`config.mk`:
```
export PLATFORM = sky130hd
export DESIGN_NAME = bpsa_link
export DESIGN_NICKNAME = d
export VERILOG_FILES = /design/src/hdl/bpsa_pkg.sv /design/src/hdl/bpsa_link.sv
export SDC_FILE = /design/constraint.sdc
export NUM_CORES = 1
export LEC_CHECK = 0
export BUFFER_PORTS_ARGS = -buffer_cell sky130_fd_sc_hd__buf_2
export CORE_MARGIN = 5
export CORE_UTILIZATION = 30
export CTS_CLUSTER_SIZE = 8
export DETAILED_ROUTE_END_ITERATION = 10
export SYNTH_ARGS = -nofsm -noshare
export SYNTH_HDL_FRONTEND = slang
export SYNTH_SLANG_ARGS = --single-unit
```
`constraint.sdc`:
```
create_clock -name clk -period 7.2 [get_ports clk]
set_clock_uncertainty 0.15 [all_clocks]
set_input_delay 0 -clock clk [delete_from_list [all_inputs] [get_ports clk]]
set_output_delay 0 -clock clk [all_outputs]
set_load 0.02 [all_outputs]
```
`src/hdl/bpsa_pkg.sv`:
```
`default_nettype none
package bpsa_pkg;

	localparam int MAX_ORBITALS = 64;
	localparam int PHASE_BITS = 12;
	localparam int ELEMS = MAX_ORBITALS * MAX_ORBITALS;
	localparam int ELEM_BITS = (ELEMS > 1) ? $clog2(ELEMS) : 1;
	localparam int TRIG_ABITS = PHASE_BITS - 2;
	localparam int TRIG_DEPTH = 1 << TRIG_ABITS;

	localparam int QDEPTH = 4;
	localparam int QPTR_BITS = $clog2(QDEPTH);
	localparam int QCNT_BITS = $clog2(QDEPTH + 1);
	localparam int ODEPTH = 4;
	localparam int OPTR_BITS = $clog2(ODEPTH);
	localparam int OCNT_BITS = $clog2(ODEPTH + 1);

	localparam int CFG_INDEX_BITS = 8;
	localparam logic [CFG_INDEX_BITS-1:0] REG_WAVE_X = 8'd0;
	localparam logic [CFG_INDEX_BITS-1:0] REG_WAVE_Y = 8'd1;

	localparam longint unsigned TWO_PI_Q30 = 64'd6746518852;
	localparam longint ONE_Q30 = 64'sd1 <<< 30;

	typedef struct packed {
		logic [5:0]         row_index;
		logic [5:0]         col_index;
		logic signed [23:0] hop_value;
		logic signed [19:0] disp_x;
		logic signed [19:0] disp_y;
		logic               first_slice;
		logic               last_slice;
	} item_t;

	typedef struct packed {
		logic [5:0]         out_row;
		logic [5:0]         out_col;
		logic signed [31:0] sum_real;
		logic signed [31:0] sum_imag;
		logic               saturated;
	} result_t;

	typedef struct packed {
		logic [PHASE_BITS-1:0] phase_idx;
		logic signed [23:0]    hop;
		logic [ELEM_BITS-1:0]  elem;
		logic [5:0]            row;
		logic [5:0]            col;
		logic                  first;
		logic                  last;
	} work_t;

	typedef struct packed {
		logic                 empty;
		logic [QCNT_BITS-1:0] count;
	} link_stat_t;

	// Each entry holds cos in the upper half and sin in the lower half, unsigned Q1.30 clamped to [0, 1].
	typedef logic [61:0] trig_rom_t [TRIG_DEPTH];

	function automatic trig_rom_t build_trig_rom();
		trig_rom_t rom;
		longint unsigned r16;
		longint unsigned x;
		longint unsigned x2;
		longint unsigned st;
		longint unsigned ct;
		longint sv;
		longint cv;
		for (int i = 0; i < TRIG_DEPTH; i++) begin
			r16 = 64'(i) << (16 - PHASE_BITS);
			x = (r16 * TWO_PI_Q30) >> 16;
			x2 = (x * x) >> 30;
			st = x;
			ct = 64'(ONE_Q30);
			sv = longint'(x);
			cv = ONE_Q30;
			for (int n = 1; n <= 8; n++) begin
				st = ((st * x2) >> 30) / 64'((2 * n) * (2 * n + 1));
				ct = ((ct * x2) >> 30) / 64'((2 * n - 1) * (2 * n));
				if (n % 2 == 1) begin
					sv = sv - longint'(st);
					cv = cv - longint'(ct);
				end else begin
					sv = sv + longint'(st);
					cv = cv + longint'(ct);
				end
			end
			if (cv < 0) cv = 0;
			if (cv > ONE_Q30) cv = ONE_Q30;
			if (sv < 0) sv = 0;
			if (sv > ONE_Q30) sv = ONE_Q30;
			rom[i] = {cv[30:0], sv[30:0]};
		end
		return rom;
	endfunction

endpackage
`default_nettype wire

```
`src/hdl/bpsa_link.sv`:
```
`default_nettype none
module bpsa_link (
	input  wire                  clk,
	input  wire                  arst_n,
	input  wire                  wr_en,
	input  bpsa_pkg::work_t      wr_item,
	input  wire                  rd_en,
	output bpsa_pkg::work_t      rd_item,
	output bpsa_pkg::link_stat_t stat
);

	bpsa_pkg::work_t                    slots [bpsa_pkg::QDEPTH];
	logic [bpsa_pkg::QPTR_BITS-1:0]     wr_ptr_q;
	logic [bpsa_pkg::QPTR_BITS-1:0]     rd_ptr_q;
	logic [bpsa_pkg::QCNT_BITS-1:0]     count_q;

	always_ff @(posedge clk or negedge arst_n) begin
		if (!arst_n) begin
			wr_ptr_q <= '0;
			rd_ptr_q <= '0;
			count_q <= '0;
		end else begin
			if (wr_en) wr_ptr_q <= wr_ptr_q + 1'b1;
			if (rd_en) rd_ptr_q <= rd_ptr_q + 1'b1;
			if (wr_en && !rd_en) count_q <= count_q + 1'b1;
			else if (rd_en && !wr_en) count_q <= count_q - 1'b1;
		end
	end

	always_ff @(posedge clk) begin
		if (wr_en) slots[wr_ptr_q] <= wr_item;
	end

	assign rd_item = slots[rd_ptr_q];
	assign stat.empty = (count_q == '0);
	assign stat.count = count_q;

endmodule
`default_nettype wire

```
==> results.toml <==
[outcome]
outcome = "finished, final reports clean"

[cells_and_area]
nFillCells = 2745
final_common_cell = "edfxtp_1"
drive_gt1_share_pct = 40.4
fin_util_pct = 39.3
syn2layout_area_growth_pct = 28.5
fin_nets = 652
final_cell_mix = "edfxtp_1 (248), buf_2 (131), dlygate4sd3_1 (66), mux4_2 (58), clkbuf_16 (39)"
antenna_cells = 0

[synth]
synth_compound_area_share_pct = 0.0532
synth.avg_cell_area_sq_um = 26.4
synth.mux.area_fraction_pct = 15.1
ys_seq_area_share_pct = 81.0
synth_xor_area_share_pct = 0.559
netlist_area_sq_um = 9410
synthCells = 357
synth_ff_type = "edfxtp_1"
synth_top_area_share_pct = 79.2
synth-seq-cells = 255
ys_async_sr_fraction_pct = 2.75
synth_top_area_cell = "edfxtp_1"
synth_cell_types = 18
synth_top_family_by_area = "multiplexers"
synth_edf_count = 248
yosys.area_share.simple_pct = 0.439
syn-num-nets = 429
synthTopCellsByArea = "edfxtp_1 (79%), mux4_2 (14%), dfrtp_1 (1.9%)"
synth_fa_ha_area_share_pct = 0.878
synth-warning-count = 0

[place]
port_buffers = 131
place_hpwl_mm = 10.0
place_congestion = 0.644

[worst_hold_path]
hp-class = "in -> reg"
min_from = "wr_item[42]"

[routing]
wl_mm = 18.0
wire_per_inst_um = 18.3
drc = 0
drt_iter0_drc = 153
first_pass_iters = 6
topRoutingLayerUsed = "met4"
vias = 4357
postRouteAntennaNets = 0
dr_wl_met2_mm = 9.30
avgViaCountPerCell = 4.43
met3_length_mm = 1.02
wl_met1_mm = 7.26

[global_route]
grt-ovfl-total = 0
grt_usage_pct = 10.3
grt_pass1_vias = 5114
grt_max_degree = 64
antenna_found_initial = 0
grt_pass1_wl_mm = 28.4

[clocking]
clkSlewWorstSetupHoldPaths_ns = 0.05
cts_setup_buffers = 0
cts_tree = "yes"
numCtsBuffers = 37
cts_buffer_depth = 3
clk_latency_ns = 0.49
cts_sinks = 255
root_buffer = "clkbuf_16"
htreeDepth = 2

[setup_path]
rr_worst_depth = 3
start_kind = "flip-flop"
r2r-end = "slots[0][33]"
path_max_fanout = 33
reg2reg_from = "wr_ptr_q[0]"
endpoint = "rd_item[55]"
worstSetupStartpoint = "rd_ptr_q[0]"
critical_path_class = "reg -> out"
end_kind = "output pin"
crit_arrival_ns = 2.83
rrSetupSlack_ns = 5.14
cp.required_ns = 7.05

[floorplan]
dieArea_sq_um = 35000
dieWidth_um = 187
rows = 64
initial_core_util_pct = 30.6
ios = 132
die_h_um = 187
core_area_sq_um = 30700

[job]
maxCapViolCount = 0

[timing]
tns_ns = 0
fin_crit_ns = 2.98
timing.final.crit_share_pct = 41.4
slew_headroom_pct = 30.5
hold-worst-slack_ns = 0.101
final_max_slew_viol_count = 0
tightest_slew_ns = 1.04
fmax_ghz = 0.336
hold_viol_final = 0
rsz0062_at_grt = "false"
setup_viol = 0

[power]
leakage_nw = 4.17
peakVddDrop_uv = 212
pwr_density_cell_nw_per_um2 = 414
==> synth_stat cells (2+ instances only) <==
library cell    n
ha_1            5
dfrtp_1         7
and2_1          4
mux4_2         58
xnor2_1         2
nand2_1         2
buf_12          6
mux4_1          4
edfxtp_1      248
inv_1           4
buf_2           7
xor2_1          4
==> final cells by class <==
type                       instances  area (sq um)  share of cell area (%)
sequential                       255          7630                    63.1
multi-input combinational         84          1610                    13.4
timing repair buffer             198          1320                    11.0
tap                              396           495                    4.10
clock inverter                     1          8.76                  0.0725
clock buffer                      45           998                    8.26
inverter                           4          15.0                   0.124
==> per-layer routing <==
layer | vias up | global-route usage, %
met5 | - | 0
met4 | 0 | 3.33
met3 | 34 | 3.19
met2 | 129 | 18.2
met1 | 2232 | 12.0
li1 | 1962 | -
==> cells by family after synthesis <==
family | Yosys count
flops | 255
mux | 63
buf+inv | 18
simple gates | 8
xor+xnor | 6
fa+ha+maj | 6
compound gates | 1
==> per-stage QoR <==
step,cell area (sq um),instances,total power [mW],setup slack [ns]
2_1_floorplan,9410,357,3.13,4.54
3_3_place_gp,10400,871,3.51,4.62
3_5_place_dp,10400,871,3.53,4.62
5_1_grt,12100,983,5.26,3.95
6_report,12100,983,5.00,4.22
4_1_cts,12100,983,5.11,4.07
==> worst min-delay path by stage <==
stage,end,depth (start not counted)
finish,slots[2][42],2
global route,slots[2][42],2
CTS,slots[3][42],2
detailed placement,count_q[0],1
global placement,count_q[2],1
floorplan,count_q[0],0
==> registers in the layout, summed over array words and instances, names as in the netlist <==
signal    flops
count_q       3
rd_ptr_q      2
slots       248
wr_ptr_q      2
==> repair_timing <==
| action | in CTS | in global routing |
|---|---|---|
| endpoints found under the hold margin | 262 | 0 |
| setup endpoints to repair | 0 | 0 |
| gates resized for setup | 0 | 0 |
| hold buffers | 66 | 0 |
==> report_power, final <==
part | switching [mW] | internal [mW]
Combinational | 0.749 | 0.587
Clock | 0.554 | 0.955
Sequential | 0.199 | 1.95
Total | 1.50 | 3.50
==> worst max-delay path, stage by stage (launching register included) <==
cell	delay, ns
dfrtp_4	0.85
buf_4	0.67
mux4_1	0.63
buf_2	0.18
(Power assumes the default switching activity.)
