## config.mk

```make
export PLATFORM = sky130hd
export DESIGN_NAME = bpsa_front
export DESIGN_NICKNAME = d
export VERILOG_FILES = /design/src/hdl/bpsa_pkg.sv /design/src/hdl/bpsa_front.sv
export SDC_FILE = /design/constraint.sdc
export NUM_CORES = 1
export LEC_CHECK = 0
export BUFFER_PORTS_ARGS = -buffer_cell sky130_fd_sc_hd__buf_2
export CAP_MARGIN = 20
export CORE_MARGIN = 2
export CORE_UTILIZATION = 35
export DETAILED_ROUTE_END_ITERATION = 8
export MAX_ROUTING_LAYER = met4
export PLACE_DENSITY = 0.55
export SYNTH_ARGS = -nofsm -noshare
export SYNTH_HDL_FRONTEND = slang
export SYNTH_SLANG_ARGS = --single-unit
```

## constraint.sdc

```tcl
create_clock -name clk -period 7.84 [get_ports clk]
set_clock_uncertainty 0.05 [all_clocks]
set_input_delay 0.784 -clock clk [delete_from_list [all_inputs] [get_ports clk]]
set_output_delay 0.784 -clock clk [all_outputs]
set_load 0.01 [all_outputs]
```

## src/hdl/bpsa_pkg.sv

```systemverilog
`default_nettype none
package bpsa_pkg;

	localparam int MAX_ORBITALS = 64;
	localparam int PHASE_BITS = 12;
	localparam int ELEMS = MAX_ORBITALS * MAX_ORBITALS;
	localparam int ELEM_BITS = (ELEMS > 1) ? $clog2(ELEMS) : 1;
	localparam int TRIG_ABITS = PHASE_BITS - 2;
	localparam int TRIG_DEPTH = 1 << TRIG_ABITS;

	localparam int QDEPTH = 4;
	localparam int QPTR_BITS = $clog2(QDEPTH);
	localparam int QCNT_BITS = $clog2(QDEPTH + 1);
	localparam int ODEPTH = 4;
	localparam int OPTR_BITS = $clog2(ODEPTH);
	localparam int OCNT_BITS = $clog2(ODEPTH + 1);

	localparam int CFG_INDEX_BITS = 8;
	localparam logic [CFG_INDEX_BITS-1:0] REG_WAVE_X = 8'd0;
	localparam logic [CFG_INDEX_BITS-1:0] REG_WAVE_Y = 8'd1;

	localparam longint unsigned TWO_PI_Q30 = 64'd6746518852;
	localparam longint ONE_Q30 = 64'sd1 <<< 30;

	typedef struct packed {
		logic [5:0]         row_index;
		logic [5:0]         col_index;
		logic signed [23:0] hop_value;
		logic signed [19:0] disp_x;
		logic signed [19:0] disp_y;
		logic               first_slice;
		logic               last_slice;
	} item_t;

	typedef struct packed {
		logic [5:0]         out_row;
		logic [5:0]         out_col;
		logic signed [31:0] sum_real;
		logic signed [31:0] sum_imag;
		logic               saturated;
	} result_t;

	typedef struct packed {
		logic [PHASE_BITS-1:0] phase_idx;
		logic signed [23:0]    hop;
		logic [ELEM_BITS-1:0]  elem;
		logic [5:0]            row;
		logic [5:0]            col;
		logic                  first;
		logic                  last;
	} work_t;

	typedef struct packed {
		logic                 empty;
		logic [QCNT_BITS-1:0] count;
	} link_stat_t;

	// Each entry holds cos in the upper half and sin in the lower half, unsigned Q1.30 clamped to [0, 1].
	typedef logic [61:0] trig_rom_t [TRIG_DEPTH];

	function automatic trig_rom_t build_trig_rom();
		trig_rom_t rom;
		longint unsigned r16;
		longint unsigned x;
		longint unsigned x2;
		longint unsigned st;
		longint unsigned ct;
		longint sv;
		longint cv;
		for (int i = 0; i < TRIG_DEPTH; i++) begin
			r16 = 64'(i) << (16 - PHASE_BITS);
			x = (r16 * TWO_PI_Q30) >> 16;
			x2 = (x * x) >> 30;
			st = x;
			ct = 64'(ONE_Q30);
			sv = longint'(x);
			cv = ONE_Q30;
			for (int n = 1; n <= 8; n++) begin
				st = ((st * x2) >> 30) / 64'((2 * n) * (2 * n + 1));
				ct = ((ct * x2) >> 30) / 64'((2 * n - 1) * (2 * n));
				if (n % 2 == 1) begin
					sv = sv - longint'(st);
					cv = cv - longint'(ct);
				end else begin
					sv = sv + longint'(st);
					cv = cv + longint'(ct);
				end
			end
			if (cv < 0) cv = 0;
			if (cv > ONE_Q30) cv = ONE_Q30;
			if (sv < 0) sv = 0;
			if (sv > ONE_Q30) sv = ONE_Q30;
			rom[i] = {cv[30:0], sv[30:0]};
		end
		return rom;
	endfunction

endpackage
`default_nettype wire

```

## src/hdl/bpsa_front.sv

```systemverilog
`default_nettype none
module bpsa_front (
	input  wire                  clk,
	input  wire                  arst_n,
	input  wire                  push,
	output logic                 full,
	input  bpsa_pkg::item_t      item,
	input  wire signed [15:0]    wave_x,
	input  wire signed [15:0]    wave_y,
	input  bpsa_pkg::link_stat_t link_stat,
	output logic                 link_push,
	output bpsa_pkg::work_t      link_item
);

	logic                  accept;
	logic                  in_range;
	logic                  valid_s1;
	logic signed [35:0]    prod_x_s1;
	logic signed [35:0]    prod_y_s1;
	bpsa_pkg::item_t       item_s1;
	logic [23:0]           phase_lo;
	logic [23:0]           phase_rnd;

	// Room is reserved in the link queue for the item held in the stage register.
	assign full = (32'(link_stat.count) + 32'(valid_s1)) >= bpsa_pkg::QDEPTH;
	assign accept = push && !full;
	assign in_range = (32'(item.row_index) < bpsa_pkg::MAX_ORBITALS) &&
		(32'(item.col_index) < bpsa_pkg::MAX_ORBITALS);

	always_ff @(posedge clk or negedge arst_n) begin
		if (!arst_n) begin
			valid_s1 <= 1'b0;
		end else begin
			valid_s1 <= accept && in_range;
		end
	end

	always_ff @(posedge clk) begin
		if (accept) begin
			prod_x_s1 <= item.disp_x * wave_x;
			prod_y_s1 <= item.disp_y * wave_y;
			item_s1 <= item;
		end
	end

	// Only the fractional turn matters, so the sum is kept to 24 bits.
	assign phase_lo = prod_x_s1[23:0] + prod_y_s1[23:0];
	assign phase_rnd = phase_lo + 24'(1 << (23 - bpsa_pkg::PHASE_BITS));

	assign link_push = valid_s1;
	always_comb begin
		link_item.phase_idx = phase_rnd[23 -: bpsa_pkg::PHASE_BITS];
		link_item.hop = item_s1.hop_value;
		link_item.elem = bpsa_pkg::ELEM_BITS'(32'(item_s1.row_index) *
			bpsa_pkg::MAX_ORBITALS + 32'(item_s1.col_index));
		link_item.row = item_s1.row_index;
		link_item.col = item_s1.col_index;
		link_item.first = item_s1.first_slice;
		link_item.last = item_s1.last_slice;
	end

endmodule
`default_nettype wire

```

==> flow_summary.ini <==
[run_status]
outcome = completed

[logic_synthesis]
synth_top_area_share_pct = 39.16
yosysWarnings = 0
syn-cell-area_um2 = 19630
synth_nets = 2783
ys_seq_elements = 87
syn_avg_cell_area_um2 = 9.405
yosys.area.top_type = fa_1
yosysSeqAreaShare_pct = 13.28
synthTopCellsByArea = fa_1 39%, edfxtp_1 13%, ha_1 12%, inv_1 10%, and2_1 7.0%
synth_cells = 2087
ys_types = 50

[worst_hold_path]
hp-class = input pin to async pin

[layout]
nets = 2891
syn2layout_area_growth_pct = 9.415
layout_common_cells = 525 x inv_1, 384 x fa_1, 287 x nand2_1
fin_area_um2 = 21480
layout-drive-gt1-share_pct = 9.273
layout_commonest_cell = inv_1

[timing]
rsz0062_at_grt = no
report.final.slew_viol_count = 0
finalSetupTns_ns = 0
fin_crit_sh_pct = 83.37
max_freq_mhz = 153.0
fin_hold_ws_ns = 0.1511
finalSetupViolCount = 0
final-hold-violation-count = 0
worstMarginPinSlew_ns = 0.7687
period_needed_ns = 6.536
layout_setup_ws_ns = 1.304
maxSlewHeadroom_pct = 47.43

[global_route]
antenna_found_initial = 0
grt_max_degree = 88
overflow = 0
grt_pass1_vias = 15020
grt_usage_pct = 16.98
grt_pass1_wl_mm = 75.44

[critical_path]
cp-start-kind = input pin
crit_path_max_fanout = 20
crit_start = wave_y[1]
r2r-start = link_push
worstSetupPathType = input pin to flop
critPathArrivalTime_ns = 6.58
worst_setup_path_end_kind = flop
critPathRequiredTime_ns = 7.88

[clock_tree]
numCtsBuffers = 9
clk_pin_slew_worst_paths_ns = 0.06
ctsHtreeMaxLevel = 3
clockRootBuffer = clkbuf_16
cts_tree = built
cts_hold_buf = 0
cts_setup_buffers = 0
cts_buffer_depth = 2
clk_latency_ns = 0.34
cts_sinks = 87
cts-resized-gates = 0

[placement]
place_congestion = 0.8179
port_buffers = 179
placed_area_um2 = 21120
dp_hpwl_mm = 36.15
dp_slack_ns = 0.9150

[floorplanning]
fp.coreArea_um2 = 55310
start_util_pct = 35.49
die_w_um = 240.8
dieArea_um2 = 57990
die_h_um = 240.8
num_rows = 86
io_pins = 181

[detailed_routing]
drt_first_pass_iters = 6
wl_mm = 45.34
drc_errors = 0
drt_iter0_drc = 516
via_per_inst = 4.655
num_vias = 13730
ant_nets = 0
wl_per_cell_um = 15.37

[job]
cap_violations = 0
worst max-delay path, stage by stage:
cell and delay (ns):
buf_2 0.37, nand2_1 0.17, fa_1 0.53, fa_1 0.54
inv_1 0.04, ha_1 0.19, fa_1 0.46, fa_1 0.55
inv_1 0.05, fa_1 0.47, inv_1 0.04, ha_1 0.22
or3_1 0.39, a2111oi_0 0.71, o31ai_1 0.24, a21oi_1 0.26
a21oi_1 0.14, a21oi_1 0.17, o21bai_1 0.09, xor2_1 0.14
stage by stage:
step / utilization, % / cells
after floorplan: - / 2087
after global placement: 38.18 / 2931
after detailed placement: 38.18 / 2931
after CTS: 38.78 / 2947
after global routing: 38.83 / 2948
final: 38.83 / 2949
cell families (layout without fill, tap and decap cells):
group / Yosys count / count (layout) / synth area share (%)
compound gates: 118 / 118 / 3.984
xor+xnor: 99 / 99 / 4.417
fa+ha+maj: 579 / 579 / 51.59
buf+inv: 609 / 722 / 11.88
flops: 87 / 87 / 13.28
other cells: 0 / 1 / 0
simple gates: 595 / 595 / 14.85
registers in the layout, summed over array words and instances (netlist names):
name       flops
link_push      1
prod_y_s1     24
prod_x_s1     24
link_item     38
synth_stat cells, drive strengths merged:
| cell | instances |
|---|---|
| fa | 384 |
| o41ai | 1 |
| a31o | 1 |
| nand2 | 287 |
| inv | 525 |
| nor2b | 9 |
| o2111a | 1 |
| nor4b | 1 |
| a211o | 1 |
| nand4b | 1 |
| xor2 | 20 |
| a31oi | 2 |
| o2111ai | 1 |
| nor3b | 1 |
| o21a | 5 |
| a21o | 15 |
| o22ai | 1 |
| a2111oi | 1 |
| a41oi | 1 |
| edfxtp | 86 |
| dfrtp | 1 |
| nor4 | 1 |
| buf | 12 |
| a21boi | 1 |
| a21oi | 38 |
| or3 | 4 |
| nand2b | 11 |
| nand3 | 8 |
| o211ai | 2 |
| and2 | 221 |
| clkbuf | 72 |
| a211oi | 8 |
| o21ai | 28 |
| or4 | 2 |
| o31ai | 1 |
| o211a | 1 |
| ha | 195 |
| nand3b | 1 |
| o21bai | 7 |
| o31a | 2 |
| nor3 | 8 |
| and3 | 3 |
| xnor2 | 79 |
| nand4 | 2 |
| nor2 | 35 |
per-layer routing:
metal / global-route usage (%) / up-vias / routed length (um)
met5: - / - / 0
met4: 2.694 / 0 / 486
met3: 2.013 / 41 / 1926
met2: 29.76 / 272 / 22790
met1: 21.46 / 7046 / 20130
li1: - / 6368 / -
final cells by class:
cell class,count,area (um2)
clock buffer,9,225.2
antenna,1,2.502
multi-input combinational,1391,14700
clock inverter,7,106.4
inverter,525,1971
fill,5628,33830
sequential,87,2608
timing repair buffer,181,930.9
tap,748,935.9
final timing paths:
check | cells after the start | endpoint | slack (ns)
worst max register to register | 4 | prod_x_s1[18] | 6.09
min in group clk | 1 | link_item[3] | 0.56
max in group asynchronous | 1 | link_push | 7.51
worst min-delay path | 1 | link_push | 0.15
worst min register to register | 3 | link_push | 0.79
worst max-delay path | 20 | prod_y_s1[22] | 1.30
Power is not shown: default switching activity piles up to over one toggle a cycle in this logic, so the estimate is an artifact.
